**src/sv/ptc_pkg.sv**
```systemverilog
// Shared types and constants for the perceptron train and classify block.
`timescale 1ns / 1ps

package ptc_pkg;

	localparam int MAX_FEATURES = 64;
	localparam int FEAT_W       = 16;
	localparam int WEIGHT_W     = 32;
	localparam int FRAC_BITS    = 8;
	localparam int ACC_W        = 56;
	localparam int PROD_W       = FEAT_W + WEIGHT_W;
	localparam int SUM_W        = WEIGHT_W + 2;
	localparam int WADDR_W      = $clog2(MAX_FEATURES + 1);
	localparam int BADDR_W      = $clog2(MAX_FEATURES);
	localparam int CFG_W        = 7;
	localparam int QUEUE_DEPTH  = 4;
	localparam int QPTR_W       = $clog2(QUEUE_DEPTH);

	localparam logic [CFG_W-1:0]          FC_RESET  = CFG_W'(4);
	localparam logic [WADDR_W-1:0]        BIAS_ADDR = WADDR_W'(MAX_FEATURES);
	// bias input is the constant -1 in Q.8
	localparam logic signed [FEAT_W-1:0]  BIAS_IN   = -(FEAT_W'(1) << FRAC_BITS);

	localparam logic OP_TRAIN = 1'b0;
	localparam logic OP_TEST  = 1'b1;

	typedef struct packed {
		logic                     opcode;
		logic signed [FEAT_W-1:0] feature_value;
		logic                     last_element;
		logic                     target_class;
		logic                     restart_set;
	} ptc_in_t;

	typedef struct packed {
		logic predicted_class;
		logic weights_changed;
		logic was_training;
	} ptc_out_t;

	// one element after front-end classification
	typedef struct packed {
		logic signed [FEAT_W-1:0] x;
		logic [BADDR_W-1:0]       idx;
		logic                     in_range;
		logic                     last;
		logic                     test;
		logic                     target;
		logic                     clear;
	} ptc_elem_t;

endpackage

```
**src/sv/ptc_front.sv**
```systemverilog
// Front end: accepts elements, tracks the element index and tags each element.
`timescale 1ns / 1ps

module ptc_front import ptc_pkg::*; (
	input  logic                clk,
	input  logic                arst_n,
	input  logic                elem_valid,
	output logic                elem_ready,
	input  ptc_in_t             elem,
	input  logic [WADDR_W-1:0]  active_n,
	input  logic                q_full,
	output logic                push,
	output ptc_elem_t           entry
);

	logic [WADDR_W-1:0] fidx_q;

	assign elem_ready = !q_full;
	assign push       = elem_valid && elem_ready;

	always_comb begin
		entry.x        = elem.feature_value;
		entry.idx      = fidx_q[BADDR_W-1:0];
		entry.in_range = (fidx_q < active_n);
		entry.last     = elem.last_element;
		entry.test     = (elem.opcode == OP_TEST);
		entry.target   = elem.target_class;
		// restart only counts on a training element that opens its sample
		entry.clear    = elem.restart_set && (elem.opcode == OP_TRAIN) && (fidx_q == '0);
	end

	always_ff @(posedge clk or negedge arst_n) begin
		if (!arst_n) begin
			fidx_q <= '0;
		end else if (push) begin
			if (elem.last_element) begin
				fidx_q <= '0;
			end else if (entry.in_range) begin
				fidx_q <= fidx_q + WADDR_W'(1);
			end
		end
	end

endmodule

```
**config.mk**
```make
export PLATFORM = sky130hd
export DESIGN_NAME = ptc_front
export DESIGN_NICKNAME = d
export VERILOG_FILES = /design/src/sv/ptc_pkg.sv /design/src/sv/ptc_front.sv
export SDC_FILE = /design/constraint.sdc
export NUM_CORES = 1
export LEC_CHECK = 0
export BUFFER_PORTS_ARGS = -buffer_cell sky130_fd_sc_hd__buf_2
export CAP_MARGIN = 30
export CORE_ASPECT_RATIO = 0.8
export CORE_MARGIN = 2
export CORE_UTILIZATION = 40
export DETAILED_ROUTE_END_ITERATION = 7
export GPL_TIMING_DRIVEN = 0
export PLACE_DENSITY = 0.88
export SYNTH_ARGS = -nofsm -noshare
export SYNTH_HDL_FRONTEND = slang
export SYNTH_SLANG_ARGS = --single-unit
```
**constraint.sdc**
```tcl
create_clock -name clk -period 2.5 [get_ports clk]
set_input_delay 0.25 -clock clk [delete_from_list [all_inputs] [get_ports clk]]
set_output_delay 0.25 -clock clk [all_outputs]
set_load 0.03 [all_outputs]
```
==> qor.yml <==
status: "complete, no violations"
crit_buf_inv: 3
root_buffer: "clkbuf_4"
synthFlopType: "dfrtp_1"
clockBufferDepth: 2
synth_cell_types: 26
io_buffer_count: 41
rsz0062_at_grt: "false"
rows: 14
min_path_type: "input port to asynchronous set/reset pin"
clkPwrFrac_pct: 16.7
grt_antenna_before_repair: 0
relSlewSlack_pct: 72.1
clk_pin_slew_ns: 0.06
internal_power_uw: 366
finClkSkew_ns: 0.00224
combPwrFrac_pct: 55.0
fmaxAchievable_ghz: 0.439
final_common_cell: "buf_2"
fillCellCount: 183
drive_gt1_share_pct: 52.8
crit_slowest_cell: "dfrtp_1"
drtIter0Drc: 13
swShare_pct: 45.3
postSynth.asyncResetShare_pct: 100
avgSynthCellArea_sq_um: 8.50
grt.busiest_layer: "met2"
cp-start-kind: "flip-flop"
final_cell_mix: "42 x buf_2, 25 x buf_4, 13 x inv_1, 8 x ha_1"
track_usage_pct: 17.7
drt.antenna.violating_nets: 0
slew_viol_final: 0
worst_slack_ns: 0.220
slowest_delay_ns: 0.45
arrival_ns: 2.03
seqPwrFrac_pct: 28.3
crit_path_frequent_cell: "buf_2"
initial_core_util_pct: 42.7
ys_warn_count: 0
dpl.hpwl_microns: 1500
cts.sinks: 7
die_h_microns: 44.4
largest-register: "fidx_q"
via_per_inst: 5.02
nets: 182
firstDrtPassIters: 6
ios: 60
final-setup-viol-count: 0
powerDensity_mw_per_mm2: 615
insertion_delay_ns: 0.26
synth-edff-count: 0
area_growth_pct: 33.3
drc: 0
grt_use_met3_pct: 4.05
overflow: 0
finalCritPeriodShare_pct: 91.2
yosys.area_share.simple_pct: 14.0
die_area_sq_mm: 0.00242
use_met2_pct: 32.5
wl_per_cell_microns: 11.4
period_minus_slack_ns: 2.28
finish.utilization_pct: 56.9
final_cell_area_sq_mm: 0.00109
placed_area_sq_mm: 0.00105
crit_fanout: 10
die_x_microns: 54.5
synthAdderAreaFrac_pct: 12.3
yosys_register_bits: 7
routed_wl_microns: 1900
vias: 834
multi_input_area_sq_um: 392
reg_top3: "fidx_q (7)"
cts_tree: "built"
required_ns: 2.25
cts_max_level: 1
synthMuxAreaShare_pct: 1.38
ff_latch_area_sq_um: 175
irDropWorstVdd_mv: 0.349
finalSetupTns_ns: 0
p_sw_uw: 303
synth_cells: 96
n_antenna_cell: 0
leakagePower_nw: 0.601
synth_xor_area_share_pct: 0
grt_pass1_wl_microns: 3150
dp_slack_ns: 0.459
largest_register_ffs: 7
hold_violations: 0
ys_seq_area_share_pct: 21.5
synth_compound_area_share_pct: 20.4
synth_top_family_by_area: "buffers and inverters"
cts_resized: 0
syn-cell-area_sq_um: 816
worst-setup-path-type: "flip-flop to output port"
core-area_sq_mm: 0.00191
critical_path.top_delay_family: "buffers and inverters"
end_kind: "output port"
grtUsageMet1_pct: 19.8
syn-num-nets: 135
worstMarginPinSlew_ns: 0.418
grt_pass1_vias: 797
gp_congestion: 0.827
numCtsBuffers: 3
grt_max_degree: 11
power.total_uw: 668
cap_viol_max_count: 0
path_cells: "ha_1, and4_1, o21ai_1, o21bai_2, buf_2, inv_1, buf_2"
## through the flow
step,instances,hold WS [ns]
finish,166,0.347
global route,166,0.368
CTS,166,0.344
detailed placement,161,0.0897
global placement,161,0.0859
floorplan,96,-0.0456
## cell usage after synthesis, drive strengths merged (2+ instances only)
cell type  number  area (sq um)
ha              8           100
a221o           2          20.0
o21ai           8          40.0
nand2           3          11.3
o21bai          2          18.8
buf            26           193
o311a           2          20.0
dfrtp           7           175
inv            13          48.8
a211oi          2          25.0
or4             3          22.5
nand3           2          10.0
nor3            5          25.0
a2bb2oi         3          26.3
clkbuf          2          7.51
## cell type report
type / instances / share of cell area (%)
buffer: 28 / 18.4
inverter: 13 / 4.49
multi-input combinational: 48 / 36.0
timing repair buffer: 42 / 19.8
clock buffer: 4 / 2.42
sequential: 7 / 16.1
tap: 24 / 2.76
## per-layer routing
metal  share of wire, %  wire length, microns
met5                  0                     0
met2                 51                   959
met4                  0                     0
met1                 39                   742
met3                 10                   193
## power groups by stage
| stage | Combinational, mW | Sequential, mW | Clock [mW] |
|---|---|---|---|
| after floorplan | 0.288 | 0.174 | 0 |
| after global placement | 0.353 | 0.187 | 0 |
| after detailed placement | 0.366 | 0.189 | 0 |
| after CTS | 0.369 | 0.188 | 0.116 |
| after global routing | 0.407 | 0.194 | 0.121 |
| final | 0.368 | 0.189 | 0.112 |
## cell families after synthesis
logic type      Yosys count
buf+inv                  41
compound gates           21
simple gates             18
fa+ha+maj                 8
flops                     7
mux                       1
## what timing repair did
item,4_1_cts,5_1_grt
endpoints found under the hold margin,7,0
setup buffers,0,0
setup endpoints to repair,0,0
hold buffers,1,0
## final timing paths
path	from	endpoint	slack, ns	depth (start not counted)
min in group clk	elem[2]	fidx_q[4]$_DFFE_PN0P_	0.40	2
worst min-delay path	arst_n	fidx_q[3]$_DFFE_PN0P_	0.35	2
worst min register to register	fidx_q[6]$_DFFE_PN0P_	fidx_q[6]$_DFFE_PN0P_	0.61	1
worst max-delay path	fidx_q[4]$_DFFE_PN0P_	entry[4]	0.22	7
worst max register to register	fidx_q[4]$_DFFE_PN0P_	fidx_q[5]$_DFFE_PN0P_	0.44	6
max in group asynchronous	arst_n	fidx_q[2]$_DFFE_PN0P_	1.99	2
Note: power is estimated with default switching activity, not from simulation.
