--- config.mk ---
export PLATFORM = sky130hd
export DESIGN_NAME = ptc_queue
export DESIGN_NICKNAME = d
export VERILOG_FILES = /design/src/sv/ptc_pkg.sv /design/src/sv/ptc_queue.sv
export SDC_FILE = /design/constraint.sdc
export NUM_CORES = 1
export LEC_CHECK = 0
export ABC_CLOCK_PERIOD_IN_PS = 1640
export BUFFER_PORTS_ARGS = -buffer_cell sky130_fd_sc_hd__buf_4
export CAP_MARGIN = 5
export CORE_ASPECT_RATIO = 0.8
export CORE_MARGIN = 2
export CORE_UTILIZATION = 51
export DETAILED_ROUTE_END_ITERATION = 16
export GPL_TIMING_DRIVEN = 0
export PLACE_DENSITY_LB_ADDON = 0.2
export SYNTH_ARGS = -nofsm -noshare
export SYNTH_HDL_FRONTEND = slang
export SYNTH_SLANG_ARGS = --single-unit
export TNS_END_PERCENT = 5
--- constraint.sdc ---
create_clock -name clk -period 1.64 [get_ports clk]
set_input_delay 0.328 -clock clk [delete_from_list [all_inputs] [get_ports clk]]
set_output_delay 0.328 -clock clk [all_outputs]
set_load 0.03 [all_outputs]
--- src/sv/ptc_pkg.sv ---
// Shared types and constants for the perceptron train and classify block.
`timescale 1ns / 1ps

package ptc_pkg;

	localparam int MAX_FEATURES = 64;
	localparam int FEAT_W       = 16;
	localparam int WEIGHT_W     = 32;
	localparam int FRAC_BITS    = 8;
	localparam int ACC_W        = 56;
	localparam int PROD_W       = FEAT_W + WEIGHT_W;
	localparam int SUM_W        = WEIGHT_W + 2;
	localparam int WADDR_W      = $clog2(MAX_FEATURES + 1);
	localparam int BADDR_W      = $clog2(MAX_FEATURES);
	localparam int CFG_W        = 7;
	localparam int QUEUE_DEPTH  = 4;
	localparam int QPTR_W       = $clog2(QUEUE_DEPTH);

	localparam logic [CFG_W-1:0]          FC_RESET  = CFG_W'(4);
	localparam logic [WADDR_W-1:0]        BIAS_ADDR = WADDR_W'(MAX_FEATURES);
	// bias input is the constant -1 in Q.8
	localparam logic signed [FEAT_W-1:0]  BIAS_IN   = -(FEAT_W'(1) << FRAC_BITS);

	localparam logic OP_TRAIN = 1'b0;
	localparam logic OP_TEST  = 1'b1;

	typedef struct packed {
		logic                     opcode;
		logic signed [FEAT_W-1:0] feature_value;
		logic                     last_element;
		logic                     target_class;
		logic                     restart_set;
	} ptc_in_t;

	typedef struct packed {
		logic predicted_class;
		logic weights_changed;
		logic was_training;
	} ptc_out_t;

	// one element after front-end classification
	typedef struct packed {
		logic signed [FEAT_W-1:0] x;
		logic [BADDR_W-1:0]       idx;
		logic                     in_range;
		logic                     last;
		logic                     test;
		logic                     target;
		logic                     clear;
	} ptc_elem_t;

endpackage

--- src/sv/ptc_queue.sv ---
// Short element queue between the front end and the engine.
`timescale 1ns / 1ps

module ptc_queue import ptc_pkg::*; (
	input  logic      clk,
	input  logic      arst_n,
	input  logic      push,
	input  ptc_elem_t din,
	output logic      full,
	input  logic      pop,
	output logic      head_valid,
	output ptc_elem_t head
);

	ptc_elem_t          ent_q [0:QUEUE_DEPTH-1];
	logic [QPTR_W-1:0]  wr_q;
	logic [QPTR_W-1:0]  rd_q;
	logic [QPTR_W:0]    cnt_q;

	assign full       = (cnt_q == (QPTR_W+1)'(QUEUE_DEPTH));
	assign head_valid = (cnt_q != '0);
	assign head       = ent_q[rd_q];

	always_ff @(posedge clk) begin
		if (push) begin
			ent_q[wr_q] <= din;
		end
	end

	always_ff @(posedge clk or negedge arst_n) begin
		if (!arst_n) begin
			wr_q  <= '0;
			rd_q  <= '0;
			cnt_q <= '0;
		end else begin
			if (push) begin
				wr_q <= wr_q + QPTR_W'(1);
			end
			if (pop) begin
				rd_q <= rd_q + QPTR_W'(1);
			end
			case ({push, pop})
				2'b10:   cnt_q <= cnt_q + (QPTR_W+1)'(1);
				2'b01:   cnt_q <= cnt_q - (QPTR_W+1)'(1);
				default: cnt_q <= cnt_q;
			endcase
		end
	end

endmodule

==> flow_summary.json, run 1 <==
{
  "row_count": 29,
  "synth_top_family_by_area": "multiplexers",
  "cp_slowest_stage_delay_ps": 500,
  "die_y_um": 86.10,
  "setup_ws_ps": -553.3,
  "cts.sinks": 115,
  "synth_compound_area_share_pct": 0.1165,
  "nets": 318,
  "synth_fp_nets": 211,
  "n_fill_cell": 472,
  "grt_start_max_net_pins": 28,
  "holdWs_ps": 13.06,
  "syn_inst": 174,
  "clock_latency_ps": 520,
  "slew_headroom_pct": 72.52,
  "synthesis.area_um2": 4297,
  "cts_max_path_buffers": 2,
  "wl_per_cell_um": 19.98,
  "area_delta_synth_final_pct": 38.73,
  "synth_xor_xnor_area_share_pct": 1.223,
  "vias_per_cell": 5.119,
  "cts_inserted_buffers": 17,
  "status": "finished with violations",
  "cts_htree_levels": 4,
  "dieArea_um2": 9179,
  "worst_slew_pin_slew_ps": 412.2,
  "globalplace.congestion": 0.7303,
  "max_cap_violations": 0,
  "gr-total-overflow": 0,
  "finalCriticalPeriod_ps": 2193,
  "final_antenna_net_count": 0,
  "place_ws_ps": -266.2,
  "synth_top_area_share_pct": 75.48,
  "clock_tree.root_cell": "clkbuf_8",
  "period_share_pct": 133.7,
  "synth_area_leaders": "edfxtp_1, mux4_2, dfrtp_1, ha_1, mux4_1",
  "finalHoldViolCount": 0,
  "grt_pass1_wl_mm": 12.28,
  "hold_class": "in2reg",
  "dp_hpwl_mm": 4.517,
  "drt_iter0_drc": 93,
  "drtPass1Iterations": 4,
  "diodes": 0,
  "layout-drive-gt1-share_pct": 45.92,
  "portBuffers": 59,
  "synth_simple_gate_area_share_pct": 1.165,
  "tritoncts": "done",
  "p_leak_nw": 2.161,
  "ios": 60,
  "setup_viol": 28,
  "critPathSlowestCell": "mux4_2",
  "tns_ps": -14370,
  "crit_type": "reg2out",
  "violations": "negative setup slack",
  "synthTopCellsByCount": "edfxtp_1, mux4_2, dfrtp_1",
  "synth-edff-count": 108,
  "yosysWarnings": 0,
  "final_core_util_pct": 74.00,
  "core_area_um2": 8055,
  "finalPower_mw": 12.11,
  "syn_area_per_cell_um2": 24.69,
  "finalWirelength_mm": 8.033,
  "ys_async_sr_fraction_pct": 6.087,
  "antenna_found_initial": 0,
  "crit_required_ps": 1310,
  "yosysMostFrequentCell": "edfxtp_1",
  "cp.arrival_ps": 1870,
  "vdd_ir_drop_max_mv": 1.507,
  "synthAdderAreaFrac_pct": 1.922,
  "die_w_um": 106.6,
  "cp_max_fo": 5,
  "synth.distinct_cells": 20,
  "slew_violations": 0,
  "fmax_mhz": 455.9,
  "start_kind": "flip-flop",
  "synth-seq-cells": 115,
  "p_per_area_nw_per_um2": 2032,
  "fin_skew_ps": 11.09,
  "rsz0062_at_grt": "true",
  "track_usage_pct": 19.31,
  "grt_pass1_vias": 2231,
  "ys_seq_area_share_pct": 79.56,
  "drc_errors": 0,
  "yosys.area.top_type": "edfxtp_1",
  "synthFlopType": "edfxtp_1",
  "start_util_pct": 53.34,
  "vias": 2058,
  "synth.area.mux_share_pct": 14.50,
  "path_cells": "buf_4, clkbuf_16, mux4_2, buf_6",
  "crit_path_end_kind": "output port",
  "path_clk_slew_ps": 60
}
==> registers in the layout, summed over array words and instances (netlist names) <==
name / cells
ent_q: 108
cnt_q: 3
wr_q: 2
rd_q: 2
==> worst paths after layout <==
kind / startpoint / endpoint / slack (ps) / depth (start not counted)
max: rd_q[0]$_DFFE_PN0P_ / head[17] / -550 / 4
min: din[12] / ent_q[0][12]$_DFFE_PP_ / 10 / 1
max reg2reg: wr_q[0]$_DFFE_PN0P_ / ent_q[3][10]$_DFFE_PP_ / 160 / 3
min reg2reg: cnt_q[2]$_DFFE_PN0P_ / cnt_q[2]$_DFFE_PN0P_ / 510 / 1
max in group asynchronous: arst_n / cnt_q[0]$_DFFE_PN0P_ / 1330 / 2
min in group asynchronous: arst_n / rd_q[1]$_DFFE_PN0P_ / 170 / 2
==> layer usage <==
metal / vias to the layer above / track usage [%] / share of wire [%]
met1: 1046 / 23.86 / 42
met5: - / 0 / 0
li1: 943 / - / -
met3: 15 / 7.827 / 4.6
met2: 54 / 30.98 / 52
met4: 0 / 7.556 / 1.7
==> timing repair <==
item,CTS,global route
gates cloned,1,1
resized for setup,46,2
hold buffers,7,13
buffers inserted,4,0
setup endpoints to repair,126,55
endpoints found under the hold margin,22,44
pin swaps,2,0
==> cell type report <==
cell class,count,area (µm²),share of cell area (%)
sequential,115,3420,57.37
timing repair buffer,88,917.1,15.39
multi-input combinational,50,828.3,13.90
clock buffer,22,432.9,7.263
tap,108,135.1,2.267
clock inverter,10,133.9,2.246
buffer,6,82.58,1.385
inverter,3,11.26,0.1889
==> logic make-up after synthesis <==
kind of cell,after synthesis
AO/OA/AOI/OAI,1
XOR/XNOR,6
adder cells (fa/ha/maj),6
buffers and inverters,9
flip-flops,115
multiplexers,28
AND/OR/NAND/NOR,9
==> through the flow <==
stage	cell area, µm²	std cells
after floorplan	4298	174
after global placement	4876	341
after detailed placement	4946	344
after CTS	5803	388
after global routing	5961	402
final	5961	402
==> layout by cell type (no fill, tap or decap), types with 2 or more instances in the layout <==
| master | count |
|---|---|
| edfxtp_1 | 108 |
| buf_6 | 29 |
| ha_1 | 5 |
| inv_1 | 3 |
| and2_4 | 3 |
| dlygate4sd3_1 | 20 |
| xnor2_1 | 3 |
| clkinv_2 | 3 |
| dfrtp_1 | 6 |
| bufinv_16 | 3 |
| nand2_1 | 2 |
| clkbuf_16 | 17 |
| xor2_1 | 3 |
| buf_12 | 4 |
| buf_16 | 3 |
| mux4_2 | 27 |
| buf_4 | 36 |
| clkbuf_1 | 5 |
| clkinv_4 | 2 |
==> worst max-delay path, delay by kind of cell, from the launching register on <==
kind	cells	cell delay [ps]
DFF	1	380
muxes	1	500
buffers and inverters	3	470
==> power by group <==
group	leakage, nW	switching [mW]	internal (mW)
Combinational	0.813	2.27	2.25
Clock	0.274	1.21	2.30
Sequential	1.07	0.207	3.87
No activity file was read; power rests on OpenSTA's default activity.
==> run 2, diff against run 1 <==
Settings changed: CORE_ASPECT_RATIO 0.8 to 1.4.
==> flow_summary.json, run 2 (synthesis results as in run 1) <==
{
  "setup_ws_ps": -467.2,
  "p_leak_nw": 2.105,
  "largest_register_ffs": 108,
  "antenna_found_initial": 0,
  "cts_htree_levels": 4,
  "place_ws_ps": -270.1,
  "cts_inserted_buffers": 17,
  "layout-drive-gt1-share_pct": 48.91,
  "finalHoldViolCount": 0,
  "clock_tree.root_cell": "clkbuf_16",
  "period_share_pct": 128.5,
  "dp_hpwl_mm": 4.386,
  "row_count": 39,
  "final_cell_mix": "edfxtp_1, buf_4, buf_6",
  "multi_input_area_um2": 823.3,
  "path_clk_slew_ps": 50,
  "clock_latency_ps": 400,
  "grt.met3_usage_pct": 6.913,
  "wl_per_cell_um": 20.23,
  "final_cell_count_no_fill": 378,
  "cp.arrival_ps": 1780,
  "portBuffers": 59,
  "regArea_um2": 3418,
  "tritoncts": "done",
  "max_cap_violations": 0,
  "drc_errors": 0,
  "grt_pass1_vias": 2239,
  "grt_pass1_wl_mm": 12.02,
  "cp_max_fo": 6,
  "diodes": 0,
  "vias": 2039,
  "setup_viol": 28,
  "drtPass1Iterations": 4,
  "globalplace.congestion": 0.6591,
  "start_kind": "flip-flop",
  "cts_max_path_buffers": 2,
  "crit_path_end_kind": "output port",
  "slew_headroom_pct": 71.01,
  "vdd_ir_drop_max_mv": 1.164,
  "rsz0062_at_grt": "true",
  "violations": "negative setup slack",
  "die_w_um": 81.58,
  "cts.sinks": 115,
  "area_delta_synth_final_pct": 34.77,
  "fin_skew_ps": 6.918,
  "crit_required_ps": 1310,
  "use_met2_pct": 32.13,
  "layout_commonest_cell": "edfxtp_1",
  "dieArea_um2": 9185,
  "die_y_um": 112.6,
  "largest-register": "ent_q",
  "ios": 60,
  "gr-total-overflow": 0,
  "status": "finished with violations",
  "slew_violations": 0,
  "finalCriticalPeriod_ps": 2107,
  "grt_start_max_net_pins": 28,
  "track_usage_pct": 19.19,
  "n_fill_cell": 481,
  "grt_busiest_layer": "met2",
  "core_area_um2": 8149,
  "globalRouteMet1Util_pct": 22.48,
  "crit_type": "reg2out",
  "nets": 300,
  "start_util_pct": 52.73,
  "hold_class": "in2reg",
  "drt_iter0_drc": 81,
  "worst_slew_pin_slew_ps": 434.8,
  "finalWirelength_mm": 7.648,
  "vias_per_cell": 5.394,
  "dpl.cell_count": 337,
  "p_per_area_nw_per_um2": 2104,
  "fmax_mhz": 474.6,
  "final_antenna_net_count": 0,
  "top_regs": "ent_q: 108 flops, cnt_q: 3 flops"
}
## run 2: worst max-delay path: stages (launching register included)
cell and delay (ps):
dfrtp_1 410, buf_12 160, buf_12 120, mux4_2 520
buf_6 160
## run 2: report_power, final
part	internal [mW]	leakage (nW)	switching, mW	total (mW)
clock	2.47	0.295	1.12	3.59
sequential	3.87	1.07	0.196	4.07
combinational	2.25	0.736	2.28	4.53
total	8.59	2.10	3.60	12.2
## run 2: final timing paths
kind	slack, ps	endpoint	cells past startpoint	start
worst max register to register	180	ent_q[3][7]$_DFFE_PP_	3	wr_q[0]$_DFFE_PN0P_
worst min-delay path	130	ent_q[3][14]$_DFFE_PP_	1	din[14]
max in group asynchronous	1240	rd_q[1]$_DFFE_PN0P_	2	arst_n
worst min register to register	480	cnt_q[2]$_DFFE_PN0P_	1	cnt_q[2]$_DFFE_PN0P_
min in group asynchronous	280	wr_q[0]$_DFFE_PN0P_	2	arst_n
worst max-delay path	-470	head[22]	4	rd_q[0]$_DFFE_PN0P_
## run 2: area by class of cell
type | count | share of cell area (%)
repair buffers | 70 | 12.66
flip-flops and latches | 115 | 59.03
multi-input cells | 50 | 14.22
plain buffers | 6 | 1.383
well taps | 102 | 2.204
inverters | 3 | 0.1945
clock buffers | 28 | 9.097
clock inverters | 4 | 1.210
## run 2: repair_timing
| action | 4_1_cts | 5_1_grt |
|---|---|---|
| pin swaps | 1 | 0 |
| buffers inserted | 6 | 0 |
| setup endpoints to repair | 124 | 41 |
| resized for setup | 44 | 2 |
| endpoints found under the hold margin | 7 | 0 |
| cloned | 2 | 0 |
| hold buffers | 1 | 0 |
## run 2: per-layer routing
metal / part of all wire, % / wire (µm) / vias to the layer above
met4: 0.63 / 48 / 0
met5: 0 / 0 / -
met3: 4.9 / 373 / 4
met2: 57 / 4358 / 70
met1: 37 / 2866 / 1062
li1: - / - / 903
## run 2: metrics by stage
step                utilization, %  TNS [ps]  cell area (µm²)  hold slack, ps  power, mW
floorplan                        -     -1520             4298           32.41      6.577
global placement             59.74    -43930             4868           145.2      7.713
detailed placement           60.28     -9675             4912           147.5      7.824
CTS                          70.98    -12190             5784           106.0      12.30
global route                 71.06    -13310             5791           105.9      12.68
finish                       71.06    -11880             5791           127.9      12.19
